[src/hdl/msit_pkg.sv]
`default_nettype none

package msit_pkg;

    // Default sizes of the slot table.
    localparam int NUM_SLOTS_DEF     = 16;
    localparam int INTERVAL_BITS_DEF = 16;

    // Operation carried by each input item.
    typedef enum logic [1:0] {
        OP_TICK     = 2'd0,
        OP_REGISTER = 2'd1,
        OP_REMOVE   = 2'd2,
        OP_FIRE     = 2'd3
    } t_opcode;

    // Result status codes.
    typedef enum logic [1:0] {
        ST_OK       = 2'd0,
        ST_FULL     = 2'd1,
        ST_NOT_USED = 2'd2
    } t_status;

    // One input item.
    typedef struct packed {
        t_opcode     opcode;
        logic [15:0] interval;
        logic        repeats;
        logic [3:0]  slot;
    } t_in_item;

    // One result item.
    typedef struct packed {
        t_status    status;
        logic [3:0] slot_number;
        logic       fired;
        logic       last;
    } t_out_item;

    // What the head unit saw on the slot passing through it.
    typedef struct packed {
        logic fire;   // slot expired on this tick
        logic claim;  // free slot taken by a register operation
        logic hit;    // target slot of remove or fire-now is in use
    } t_head_flags;

endpackage

`default_nettype wire

[src/hdl/msit_cell.sv]
`default_nettype none

module msit_cell
    import msit_pkg::*;
#(
    parameter int DATA_W = 33
) (
    input  wire logic              i_clk,
    input  wire logic              i_rst_n,
    input  wire logic              i_shift,
    input  wire logic              i_valid,
    input  wire logic [DATA_W-1:0] i_rec,
    output logic                   o_valid,
    output logic [DATA_W-1:0]      o_rec
);

    logic              r_valid;
    logic [DATA_W-1:0] r_rec;

    // The in-use flag is cleared at reset; the slot fields only matter while it is set.
    always_ff @(posedge i_clk) begin
        if (!i_rst_n) begin
            r_valid <= 1'b0;
        end else if (i_shift) begin
            r_valid <= i_valid;
        end
    end

    // Slot fields move one place toward the head on every step of a walk.
    always_ff @(posedge i_clk) begin
        if (i_shift) begin
            r_rec <= i_rec;
        end
    end

    assign o_valid = r_valid;
    assign o_rec   = r_rec;

endmodule

`default_nettype wire

[src/hdl/msit_head.sv]
`default_nettype none

module msit_head
    import msit_pkg::*;
#(
    parameter int INTERVAL_BITS = INTERVAL_BITS_DEF
) (
    input  wire t_opcode                  i_op,
    input  wire logic [INTERVAL_BITS-1:0] i_iv,
    input  wire logic                     i_rep,
    input  wire logic                     i_target,
    input  wire logic                     i_found,
    input  wire logic                     i_valid,
    input  wire logic [2*INTERVAL_BITS:0] i_rec,
    output logic                          o_valid,
    output logic [2*INTERVAL_BITS:0]      o_rec,
    output t_head_flags                   o_flags
);

    localparam int IB    = INTERVAL_BITS;
    localparam int REC_W = 2 * IB + 1;

    logic          w_rep;
    logic [IB-1:0] w_ivl;
    logic [IB-1:0] w_tl;

    // Record layout: repeat flag, interval, time left.
    assign w_rep = i_rec[REC_W-1];
    assign w_ivl = i_rec[2*IB-1:IB];
    assign w_tl  = i_rec[IB-1:0];

    // Update of the slot that sits at the head of the ring.
    always_comb begin
        o_valid = i_valid;
        o_rec   = i_rec;
        o_flags = '0;
        case (i_op)
            OP_TICK: begin
                if (i_valid) begin
                    if (w_tl <= IB'(1)) begin
                        o_flags.fire = 1'b1;
                        if (w_rep) begin
                            o_rec = {w_rep, w_ivl, w_ivl};
                        end else begin
                            o_valid = 1'b0;
                            o_rec   = '0;
                        end
                    end else begin
                        o_rec = {w_rep, w_ivl, w_tl - IB'(1)};
                    end
                end
            end
            OP_REGISTER: begin
                if (!i_found && !i_valid) begin
                    o_flags.claim = 1'b1;
                    o_valid       = 1'b1;
                    o_rec         = {i_rep, i_iv, i_iv};
                end
            end
            OP_REMOVE: begin
                if (i_target && i_valid) begin
                    o_flags.hit = 1'b1;
                    o_valid     = 1'b0;
                    o_rec       = '0;
                end
            end
            OP_FIRE: begin
                if (i_target && i_valid) begin
                    o_flags.hit = 1'b1;
                    o_rec       = {w_rep, w_ivl, IB'(0)};
                end
            end
            default: begin
            end
        endcase
    end

endmodule

`default_nettype wire

[src/hdl/multi_slot_interval_timer.sv]
// Channel | Direction | Payload     | Handshake
// in      | input     | t_in_item   | i_in_valid, o_in_stall
// out     | output    | t_out_item  | o_out_valid, i_out_stall
//
// Every item walks the whole slot ring once: it is accepted, the ring takes
// NUM_SLOTS steps, and then the final result is loaded.
// One slot passes the head unit per step.
// A stalled output freezes the walk until the output register is taken.
// Reset clears every slot; the block takes items in the cycle after reset.
// o_in_stall is high from accept until the final result is loaded.
`default_nettype none

module multi_slot_interval_timer
    import msit_pkg::*;
#(
    parameter int NUM_SLOTS     = NUM_SLOTS_DEF,
    parameter int INTERVAL_BITS = INTERVAL_BITS_DEF
) (
    input  wire logic     i_clk,
    input  wire logic     i_rst_n,
    input  wire logic     i_in_valid,
    input  wire t_in_item i_in_item,
    output logic          o_in_stall,
    output logic          o_out_valid,
    output t_out_item     o_out_item,
    input  wire logic     i_out_stall
);

    localparam int IB    = INTERVAL_BITS;
    localparam int REC_W = 2 * IB + 1;
    localparam int CNT_W = $clog2(NUM_SLOTS);
    localparam int IDX_W = (CNT_W > 4) ? CNT_W : 4;

    typedef enum logic [2:0] {
        S_IDLE = 3'b001,
        S_WALK = 3'b010,
        S_DONE = 3'b100
    } t_state;

    t_state          r_state;
    t_opcode         r_op;
    logic [IB-1:0]   r_iv;
    logic            r_rep;
    logic [3:0]      r_slot;
    logic [CNT_W-1:0] r_cnt;
    logic            r_found;
    logic [3:0]      r_claim_slot;
    logic            r_hit;
    logic            r_pend_valid;
    logic [3:0]      r_pend_slot;
    logic            r_out_valid;
    t_out_item       r_out_item;

    logic             w_valid [NUM_SLOTS];
    logic [REC_W-1:0] w_rec   [NUM_SLOTS];
    logic             w_head_valid;
    logic [REC_W-1:0] w_head_rec;
    t_head_flags      w_flags;
    logic             w_can_load;
    logic             w_step;
    logic             w_load;
    logic             w_target;
    logic [IDX_W-1:0] w_cnt_ext;
    logic [3:0]       w_cnt_slot;
    logic [IB-1:0]    w_in_iv;

    // The output register can take a new result when empty or being drained.
    assign w_can_load = !r_out_valid || !i_out_stall;
    assign w_step     = (r_state == S_WALK) && w_can_load;

    // A result is loaded for a firing that has a successor, and at the end of the walk.
    assign w_load = (w_step && w_flags.fire && r_pend_valid) ||
                    ((r_state == S_DONE) && w_can_load);

    assign w_cnt_ext  = IDX_W'(r_cnt);
    assign w_cnt_slot = w_cnt_ext[3:0];
    assign w_target   = (IDX_W'(r_slot) == w_cnt_ext);

    // An interval of zero is stored as one.
    assign w_in_iv = (IB'(i_in_item.interval) == '0) ? IB'(1) : IB'(i_in_item.interval);

    // Ring of slot cells; slot r_cnt sits in cell 0 during a walk.
    for (genvar k = 0; k < NUM_SLOTS; k++) begin : g_ring
        if (k == NUM_SLOTS - 1) begin : g_tail
            msit_cell #(.DATA_W(REC_W)) u_cell (
                .i_clk   (i_clk),
                .i_rst_n (i_rst_n),
                .i_shift (w_step),
                .i_valid (w_head_valid),
                .i_rec   (w_head_rec),
                .o_valid (w_valid[k]),
                .o_rec   (w_rec[k])
            );
        end else begin : g_body
            msit_cell #(.DATA_W(REC_W)) u_cell (
                .i_clk   (i_clk),
                .i_rst_n (i_rst_n),
                .i_shift (w_step),
                .i_valid (w_valid[k+1]),
                .i_rec   (w_rec[k+1]),
                .o_valid (w_valid[k]),
                .o_rec   (w_rec[k])
            );
        end
    end

    // Head unit applies the current operation to the slot leaving cell 0.
    msit_head #(.INTERVAL_BITS(IB)) u_head (
        .i_op     (r_op),
        .i_iv     (r_iv),
        .i_rep    (r_rep),
        .i_target (w_target),
        .i_found  (r_found),
        .i_valid  (w_valid[0]),
        .i_rec    (w_rec[0]),
        .o_valid  (w_head_valid),
        .o_rec    (w_head_rec),
        .o_flags  (w_flags)
    );

    // Sequencer: accept, walk the ring, deliver the final result.
    always_ff @(posedge i_clk) begin
        if (!i_rst_n) begin
            r_state      <= S_IDLE;
            r_out_valid  <= 1'b0;
            r_cnt        <= '0;
            r_found      <= 1'b0;
            r_hit        <= 1'b0;
            r_pend_valid <= 1'b0;
        end else begin
            // The output register fills on a load and empties once taken.
            if (w_load) begin
                r_out_valid <= 1'b1;
            end else if (!i_out_stall) begin
                r_out_valid <= 1'b0;
            end
            case (r_state)
                S_IDLE: begin
                    if (i_in_valid) begin
                        r_op         <= i_in_item.opcode;
                        r_iv         <= w_in_iv;
                        r_rep        <= i_in_item.repeats;
                        r_slot       <= i_in_item.slot;
                        r_cnt        <= '0;
                        r_found      <= 1'b0;
                        r_hit        <= 1'b0;
                        r_pend_valid <= 1'b0;
                        r_state      <= S_WALK;
                    end
                end
                S_WALK: begin
                    if (w_can_load) begin
                        r_cnt <= CNT_W'(r_cnt + 1'b1);
                        if (w_flags.claim) begin
                            r_found      <= 1'b1;
                            r_claim_slot <= w_cnt_slot;
                        end
                        if (w_flags.hit) begin
                            r_hit <= 1'b1;
                        end
                        // A firing is held back until we know whether it is the last one.
                        if (w_flags.fire) begin
                            if (r_pend_valid) begin
                                r_out_item  <= '{status: ST_OK, slot_number: r_pend_slot,
                                                 fired: 1'b1, last: 1'b0};
                            end
                            r_pend_valid <= 1'b1;
                            r_pend_slot  <= w_cnt_slot;
                        end
                        if (r_cnt == CNT_W'(NUM_SLOTS - 1)) begin
                            r_state <= S_DONE;
                        end
                    end
                end
                S_DONE: begin
                    if (w_can_load) begin
                        r_state     <= S_IDLE;
                        case (r_op)
                            OP_TICK: begin
                                if (r_pend_valid) begin
                                    r_out_item <= '{status: ST_OK, slot_number: r_pend_slot,
                                                    fired: 1'b1, last: 1'b1};
                                end else begin
                                    r_out_item <= '{status: ST_OK, slot_number: 4'd0,
                                                    fired: 1'b0, last: 1'b1};
                                end
                            end
                            OP_REGISTER: begin
                                if (r_found) begin
                                    r_out_item <= '{status: ST_OK, slot_number: r_claim_slot,
                                                    fired: 1'b0, last: 1'b1};
                                end else begin
                                    r_out_item <= '{status: ST_FULL, slot_number: 4'd0,
                                                    fired: 1'b0, last: 1'b1};
                                end
                            end
                            default: begin
                                r_out_item <= '{status: r_hit ? ST_OK : ST_NOT_USED,
                                                slot_number: r_slot, fired: 1'b0, last: 1'b1};
                            end
                        endcase
                    end
                end
                default: begin
                    r_state <= S_IDLE;
                end
            endcase
        end
    end

    assign o_in_stall  = (r_state != S_IDLE);
    assign o_out_valid = r_out_valid;
    assign o_out_item  = r_out_item;

endmodule

`default_nettype wire

[config.mk]
export PLATFORM = sky130hd
export DESIGN_NAME = multi_slot_interval_timer
export DESIGN_NICKNAME = d
export VERILOG_FILES = /design/src/hdl/msit_pkg.sv /design/src/hdl/msit_cell.sv /design/src/hdl/msit_head.sv /design/src/hdl/multi_slot_interval_timer.sv
export SDC_FILE = /design/constraint.sdc
export NUM_CORES = 1
export LEC_CHECK = 0
export ABC_AREA = 1
export BUFFER_PORTS_ARGS = -buffer_cell sky130_fd_sc_hd__buf_2
export CORE_UTILIZATION = 40
export CTS_CLUSTER_SIZE = 16
export DETAILED_ROUTE_END_ITERATION = 12
export HOLD_SLACK_MARGIN = 0.15
export PLACE_DENSITY = 0.57
export SETUP_SLACK_MARGIN = 0.15
export SYNTH_ARGS = -nofsm -noshare
export SYNTH_HDL_FRONTEND = slang
export SYNTH_SLANG_ARGS = --single-unit
[constraint.sdc]
create_clock -name i_clk -period 13.5 [get_ports i_clk]
set_clock_uncertainty 0.2 [all_clocks]
set_input_delay 2.025 -clock i_clk [delete_from_list [all_inputs] [get_ports i_clk]]
set_output_delay 2.025 -clock i_clk [all_outputs]
set_load 0.02 [all_outputs]
==> results of run 1 <==
[sequential cells by signal, indices dropped and copies added, names as in the netlist]
name	cells
r_rep	1
r_slot	4
o_out_valid	1
g_ring.g_tail.u_cell.o_rec	33
r_op	2
r_iv	16
r_pend_slot	4
g_ring.g_body.u_cell.o_rec	495
r_state	3
g_ring.g_body.u_cell.o_valid	15
r_hit	1
o_out_item	8
r_pend_valid	1
r_found	1
r_cnt	4
r_claim_slot	4
g_ring.g_tail.u_cell.o_valid	1
[placed cells by master (no fill, tap or decap), types with 27 or more instances in the layout]
cell type	count
nand3_1	63
dfxtp_1	27
nand2_1	157
inv_1	39
o21ai_0	39
clkbuf_16	58
edfxtp_1	567
nor2_1	69
buf_2	36
a21oi_1	34
[layer usage]
metal  wire [um]  up-vias  global-route usage
li1            -     4420                   -
met1       16100     4656               0.196
met2       13700      190               0.176
met3        1440       55              0.0264
met4         735        0              0.0478
met5           0        -                   0
[path summary, 6_finish.rpt]
path	startpoint	end	slack [ps]
max reg2reg	r_state[0]	g_ring[1].g_body.u_cell.o_rec[12]	9750
min	g_ring[12].g_body.u_cell.o_rec[28]	g_ring[11].g_body.u_cell.o_rec[28]	210
max	i_out_stall	g_ring[1].g_body.u_cell.o_rec[12]	8590
min reg2reg	g_ring[12].g_body.u_cell.o_rec[28]	g_ring[11].g_body.u_cell.o_rec[28]	210
[cells by family (layout without fill, tap and decap cells)]
logic type               Yosys count  in the layout  share of synthesized area
adder cells (fa/ha/maj)            3              3                    0.00184
buffers and inverters             88            193                     0.0195
AND/OR/NAND/NOR                  357            357                     0.0807
flip-flops                       594            594                      0.862
XOR/XNOR                           9              9                    0.00387
AO/OA/AOI/OAI                    109            109                     0.0319
[critical path, cell delays in order]
cell and delay, ps:
buf_2 90, nand2_1 120, inv_1 100, nor2_4 650, buf_12 680, buf_4 990
[layout make-up]
type / count / area (um^2)
clock buffers: 66 / 1480
flip-flops and latches: 594 / 17600
well taps: 672 / 841
clock inverters: 41 / 404
repair buffers: 42 / 238
inverters: 44 / 168
multi-input cells: 478 / 2420
fillers: 4244 / 27100
[power breakdown]
group / leakage [uW] / total [uW] / internal (uW) / switching (uW)
clock network: 0.000929 / 1580 / 923 / 660
registers: 0.00536 / 2110 / 2080 / 23.4
logic: 0.00138 / 108 / 24.9 / 82.9
total: 0.00768 / 3800 / 3030 / 766
[through the flow]
step                cells  setup slack (ps)
floorplan            1160              4120
global placement     1830              8020
detailed placement   1830              7880
CTS                  1937              8580
global route         1937              8310
finish               1937              8590
==> flow_metrics.py, run 1 <==
metrics = {
    "route": {
        "via_count": 9321,
        "drc": 0,
        "drt_iter0_drc": 859,
        "routed_wl_um": 32000,
        "drtPass1Iterations": 6,
        "antenna_left": 0,
        "wl_per_cell_um": 16.5,
        "vias_per_cell": 4.81,
    },
    "clock_network": {
        "cts_buffer_depth": 3,
        "cts_tree": "built",
        "clk_pin_slew_ps": 60,
        "holdBufCountCts": 0,
        "cts_buffers": 58,
        "cts_resized": 0,
        "postCtsSetupBuffers": 0,
        "htree_levels": 2,
        "clock_latency_ps": 600,
        "clk_root_buffer_cell": "clkbuf_16",
        "clock-sinks": 594,
    },
    "synthesis": {
        "synth.distinct_cells": 45,
        "ys.flop_type": "edfxtp_1",
        "synth_edf_count": 567,
        "synthTopCellsByArea": "edfxtp_1 84%, nand2_1 2.9%, dfxtp_1 2.7%",
        "synth.avg_cell_area_um2": 17.6,
        "syn_area_um2": 20400,
        "synth_warnings": 0,
        "synth_seq_cells": 594,
        "synth-seq-area-share": 0.862,
        "syn_inst": 1160,
        "synth_most_common_cell": "edfxtp_1",
        "yosysTopAreaCellShare": 0.836,
        "yosysTopAreaCell": "edfxtp_1",
        "synth-async-reset-ratio": 0,
        "synth_common_cells": "567 x edfxtp_1, 157 x nand2_1, 71 x nor2_1",
        "syn_nets": 1190,
    },
    "pwr": {
        "p_leak_uw": 0.00768,
        "finalPower_uw": 3800,
        "power_density_nw_per_um2": 164,
        "peakVddDrop_mv": 0.106,
    },
    "sta": {
        "maxSlewHeadroom": 0.212,
        "fin_crit_sh": 0.363,
        "slew_violations": 0,
        "fin_tns_setup_ps": 0,
        "period_needed_ps": 4910,
        "clock.fmax_mhz": 204,
        "tightest_slew_ps": 1180,
        "hold_violations": 0,
        "whs_ps": 205,
        "setup_viol": 0,
        "rsz0062_at_grt": "no",
    },
    "setup_path": {
        "reg2reg_depth": 5,
        "worstPathMaxFanout": 208,
        "crit_type": "primary input to flop",
        "arrival_ps": 4910,
        "critPathRequiredTime_ps": 13500,
        "worst_setup_path_start_kind": "primary input",
        "crit_path_end_kind": "flop",
    },
    "grt": {
        "first_global_vias": 8729,
        "antenna_found_initial": 0,
        "grt_pass1_wl_um": 49700,
        "grt_max_degree": 209,
        "grt_usage": 0.127,
        "grt_overflow": 0,
    },
    "finish": {
        "area_delta_synth_final_pct": 13.5,
        "finalInstanceArea_um2": 23100,
        "fin_util": 0.461,
        "final_nets": 1248,
        "drive_gt1_frac": 0.127,
        "diodes": 0,
    },
    "run_status": {
        "status": "finished, final reports clean",
    },
    "die": {
        "die_w_um": 228,
        "ios": 37,
        "rows": 82,
        "floorplan.initialDensity": 0.406,
        "dieArea_um2": 51800,
        "core_um2": 50200,
        "die_height_um": 228,
    },
    "placement": {
        "placed_area_um2": 21200,
        "dpl.hpwl_um": 18800,
        "port_buffers": 36,
        "gp_congestion": 0.875,
    },
    "worst_hold_path": {
        "hp-class": "flop to flop",
        "hold_depth": 0,
    },
    "job": {
        "maxCapViolCount": 0,
    },
}
No activity file was read; power rests on OpenSTA's default activity.
==> inputs of run 2 (changes only) <==
Settings changed: ABC_AREA 1 to 0.
Clock period 13.5 ns to 4.75 ns, I/O delays scaled along.
==> run 2 against run 1 <==
Clock-buffer cell count is 1 higher; critical path type is now flop to flop; cell area down 1.3%; clock power grew to 2.7 times the previous value; first-iteration DRC count up 2.7%; hold slack better by 1.7 ps; largest power group unchanged; wire length is 2.4% lower; sequential share of layout area up 1.0 points; critical path depth is 1 lower; synthesized cell count decreased by 18%; sequential cell count is the same; setup slack got worse by 7400 ps.
==> flow_metrics.py, run 2 <==
metrics = {
    "run_status": {
        "status": "finished, final reports clean",
    },
    "sta": {
        "maxSlewHeadroom": 0.151,
        "period_needed_ps": 3550,
        "setup_viol": 0,
        "slew_violations": 0,
        "tightest_slew_ps": 1260,
        "rsz0062_at_grt": "no",
        "fin_crit_sh": 0.747,
        "whs_ps": 207,
        "hold_violations": 0,
        "clock.fmax_mhz": 282,
        "fin_tns_setup_ps": 0,
    },
    "grt": {
        "grt_usage": 0.126,
        "antenna_found_initial": 2,
        "first_global_vias": 8081,
        "grt_max_degree": 108,
        "grt_pass1_wl_um": 47700,
        "grt_overflow": 0,
    },
    "finish": {
        "final_cells": 1751,
        "layout_commonest_cell": "edfxtp_1",
        "drive_gt1_frac": 0.134,
        "diodes": 0,
        "regArea_um2": 17600,
        "final_nets": 1073,
        "largest_reg_flops": 495,
        "final_cell_mix": "567 x edfxtp_1, 60 x nand2_1, 58 x clkbuf_16",
        "multiInputGateArea_um2": 1940,
        "n_fill_cell": 4112,
        "area_delta_synth_final_pct": 15.6,
    },
    "die": {
        "floorplan.initialDensity": 0.404,
        "dieArea_um2": 50200,
        "die_height_um": 224,
        "core_um2": 48800,
        "die_w_um": 224,
        "rows": 81,
        "ios": 37,
    },
    "route": {
        "drt_iter0_drc": 882,
        "antenna_left": 0,
        "dr_wl_met2_um": 13200,
        "routed_wl_um": 31300,
        "met1Wirelength_um": 15600,
        "drc": 0,
        "via_count": 8632,
        "drtPass1Iterations": 5,
        "vias_per_cell": 4.93,
        "top_layer": "met4",
        "wl_met3_um": 1540,
        "wl_per_cell_um": 17.8,
    },
    "synthesis": {
        "synth_most_common_cell": "edfxtp_1",
        "syn_area_um2": 19700,
        "synth-async-reset-ratio": 0,
        "synthTopCellsByArea": "edfxtp_1 86%, dfxtp_1 2.7%, nand2_1 1.1%",
        "yosysTopAreaCell": "edfxtp_1",
        "synth_seq_cells": 594,
        "yosysTopAreaCellShare": 0.863,
        "synth.avg_cell_area_um2": 20.7,
        "synth_edf_count": 567,
        "ys.flop_type": "edfxtp_1",
        "synth-seq-area-share": 0.890,
        "synth.distinct_cells": 59,
        "synth_common_cells": "567 x edfxtp_1, 60 x nand2_1, 37 x clkbuf_1",
        "syn_inst": 954,
        "syn_nets": 984,
        "synth_warnings": 0,
    },
    "setup_path": {
        "crit_type": "flop to flop",
        "cp_num_buf_inv": 0,
        "slowest_delay_ps": 940,
        "worstPathMaxFanout": 8,
        "cp_cell_sequence": "nor4_1, nand3_1, nor3_1, nor2_1, a2111oi_2",
        "crit_path_end_kind": "flop",
        "cp_top_family": "simple AND/OR/NAND/NOR gates",
        "arrival_ps": 3560,
        "worst_setup_path_start_kind": "flop",
        "critPathRequiredTime_ps": 4760,
        "crit_slowest_cell": "a2111oi_2",
    },
    "placement": {
        "gp_congestion": 0.807,
        "dpl.cell_count": 1625,
        "dpl.hpwl_um": 17500,
        "port_buffers": 36,
    },
    "clock_network": {
        "clock-sinks": 594,
        "cts_resized": 0,
        "cts_buffer_depth": 3,
        "cts_tree": "built",
        "holdBufCountCts": 23,
        "cts_buffers": 57,
        "clk_root_buffer_cell": "clkbuf_16",
        "htree_levels": 2,
        "postCtsSetupBuffers": 0,
        "clk_pin_slew_ps": 60,
        "clock_latency_ps": 600,
    },
    "job": {
        "maxCapViolCount": 0,
    },
    "pwr": {
        "power_density_nw_per_um2": 450,
        "p_leak_uw": 0.00730,
        "peakVddDrop_mv": 0.287,
    },
    "worst_hold_path": {
        "hp-class": "flop to flop",
    },
}
==> run 2: changes by cell type after synthesis, sizes merged, moves of 17 or more <==
cell / change
nor2: -57
o21ai: -23
nand3: -62
nand2: -102
or2: -17
inv: -33
a22o: +24
o211ai: -21
==> run 2: cells by family (layout without fill, tap and decap cells) <==
kind of cell | after synthesis | in the layout | synth area share
flops | 594 | 594 | 0.890
simple gates | 147 | 147 | 0.0380
compound gates | 134 | 134 | 0.0485
buf+inv | 56 | 189 | 0.0120
xor+xnor | 13 | 13 | 0.00577
mux | 7 | 7 | 0.00361
fa+ha+maj | 3 | 3 | 0.00190
==> run 2: per-stage QoR <==
step | setup slack, ps | area (um^2) | util | total power, uW
final | 1200 | 22800 | 0.467 | 10300
after detailed placement | 1200 | 20800 | 0.426 | 6080
after floorplan | 773 | 19700 | - | 6010
after global placement | 1230 | 20800 | 0.426 | 6070
after global routing | 860 | 22800 | 0.467 | 10600
after CTS | 1210 | 22800 | 0.467 | 10400
==> run 2: final cells by class <==
type | count | share of cell area
repair buffers | 76 | 0.0285
multi-input cells | 304 | 0.0851
clock inverters | 36 | 0.0128
well taps | 664 | 0.0364
inverters | 10 | 0.00197
clock buffers | 67 | 0.0651
flip-flops and latches | 594 | 0.770
==> run 2: worst paths after layout <==
path,cells past startpoint,slack [ps],endpoint,startpoint
setup / recovery,5,1200,o_out_item[5],g_ring[0].g_body.u_cell.o_rec[5]
hold / removal,0,210,g_ring[9].g_body.u_cell.o_rec[21],g_ring[10].g_body.u_cell.o_rec[21]
hold reg to reg,0,210,g_ring[9].g_body.u_cell.o_rec[21],g_ring[10].g_body.u_cell.o_rec[21]
setup reg to reg,5,1200,o_out_item[5],g_ring[0].g_body.u_cell.o_rec[5]
==> run 2: report_power, final <==
group / switching, uW / internal, uW / total, uW
logic: 111 / 60.5 / 172
registers: 33.8 / 5780 / 5810
clock network: 1840 / 2450 / 4280
total: 1980 / 8280 / 10300
==> run 2: metal layers <==
metal | vias up | GRT usage
met5 | - | 0
li1 | 3948 | -
met1 | 4393 | 0.199
met4 | 0 | 0.0544
met2 | 222 | 0.167
met3 | 69 | 0.0240
==> inputs of run 3 (changes only) <==
Settings changed: PLACE_DENSITY 0.57 to 0.59.
Clock period 4.75 ns to 3.1 ns, I/O delays scaled along.
==> run 3 against run 2 <==
Register-to-register slack worse by 880 ps; die area did not move; combinational power up 53%; non-clock buffer count up 19.
==> flow_metrics.py, run 3 (synthesis results as in run 2) <==
metrics = {
    "grt": {
        "grt_max_degree": 84,
        "first_global_vias": 8349,
        "antenna_found_initial": 4,
        "grt_usage": 0.130,
        "grt_overflow": 0,
        "grt_pass1_wl_um": 49000,
    },
    "placement": {
        "port_buffers": 36,
        "dpl.cell_count": 1640,
        "gp_congestion": 0.837,
        "dpl.hpwl_um": 18200,
        "dpl_worst_slack_ps": 317,
    },
    "sta": {
        "rsz0062_at_grt": "no",
        "period_needed_ps": 2780,
        "whs_ps": 203,
        "hold_violations": 0,
        "fin_tns_setup_ps": 0,
        "fin_crit_sh": 0.895,
        "timing.final.ws_setup_ps": 324,
        "tightest_slew_ps": 864,
        "maxSlewHeadroom": 0.424,
        "slew_violations": 0,
        "setup_viol": 0,
        "clock.fmax_mhz": 360,
    },
    "clock_network": {
        "postCtsSetupBuffers": 0,
        "cts_buffer_depth": 3,
        "clk_root_buffer_cell": "clkbuf_16",
        "clk_pin_slew_ps": 70,
        "cts_buffers": 57,
        "clock-sinks": 594,
        "clock_latency_ps": 600,
        "htree_levels": 2,
        "cts_tree": "built",
    },
    "setup_path": {
        "arrival_ps": 2920,
        "worstPathMaxFanout": 8,
        "crit_type": "flop to flop",
        "crit_path_end_kind": "flop",
        "worst_setup_path_start_kind": "flop",
        "critPathRequiredTime_ps": 3240,
    },
    "finish": {
        "largest_reg_flops": 495,
        "final_cells": 1771,
        "fin_util": 0.473,
        "diodes": 0,
        "area_delta_synth_final_pct": 17.2,
        "layout_commonest_cell": "edfxtp_1",
        "final_cell_mix": "567 x edfxtp_1, 60 x nand2_1, 57 x clkbuf_16",
        "final_nets": 1092,
        "drive_gt1_frac": 0.156,
    },
    "die": {
        "rows": 81,
        "floorplan.initialDensity": 0.404,
        "dieArea_um2": 50200,
        "core_um2": 48800,
        "die_w_um": 224,
        "ios": 37,
        "die_height_um": 224,
    },
    "route": {
        "vias_per_cell": 4.88,
        "antenna_left": 0,
        "drt_iter0_drc": 858,
        "via_count": 8642,
        "drc": 0,
        "wl_per_cell_um": 18.1,
        "drtPass1Iterations": 5,
        "routed_wl_um": 32000,
    },
    "pwr": {
        "p_leak_uw": 0.00746,
        "peakVddDrop_mv": 0.474,
        "power_density_nw_per_um2": 704,
    },
    "job": {
        "maxCapViolCount": 0,
    },
    "worst_hold_path": {
        "hp-class": "flop to flop",
    },
    "run_status": {
        "status": "finished, final reports clean",
    },
}
==> run 3: metrics by stage <==
stage                     instance area [um^2]  total power [uW]
after floorplan                          19800              9200
after global placement                   20900              9310
after detailed placement                 20900              9320
after CTS                                23100             16500
after global routing                     23100             16800
final                                    23100             16300
==> run 3: cell type report <==
type                    count  area [um^2]
clock buffers              68         1510
multi-input cells         304         1950
fillers                  4066        25700
clock inverters            36          448
inverters                  10         45.0
well taps                 664          831
flip-flops and latches    594        17600
repair buffers             95          778
==> run 3: worst paths after layout <==
check                                         start                                  to  cells after the start  slack (ps)
setup / recovery   g_ring[0].g_body.u_cell.o_rec[0]  g_ring[15].g_tail.u_cell.o_rec[10]                      7         320
setup reg to reg   g_ring[0].g_body.u_cell.o_rec[0]  g_ring[15].g_tail.u_cell.o_rec[10]                      7         320
hold reg to reg   g_ring[1].g_body.u_cell.o_rec[20]   g_ring[0].g_body.u_cell.o_rec[20]                      0         200
hold / removal    g_ring[1].g_body.u_cell.o_rec[20]   g_ring[0].g_body.u_cell.o_rec[20]                      0         200
==> run 3: report_power, final <==
part	switching [uW]	internal, uW	leakage (uW)
registers	56.6	8850	0.00535
clock network	2820	4290	0.000946
logic	166	97.6	0.00117
==> run 3: layer usage <==
layer / global-route usage / wire, um
met5: 0 / 0
met4: 0.0572 / 937
met3: 0.0307 / 1910
met2: 0.178 / 13600
met1: 0.197 / 15500
==> run 3: worst max-delay path, stage by stage, from the launching register on <==
cell	delay, ps
edfxtp_1	470
inv_1	130
ha_1	230
or3b_2	600
nor4_1	340
xnor2_1	160
mux2i_1	90
a221o_1	290
==> run 3: timing repair <==
item | CTS | global route
hold buffers | 27 | 0
resized for setup | 0 | 1
hold endpoints to repair | 32 | 0
setup endpoints to repair | 0 | 8
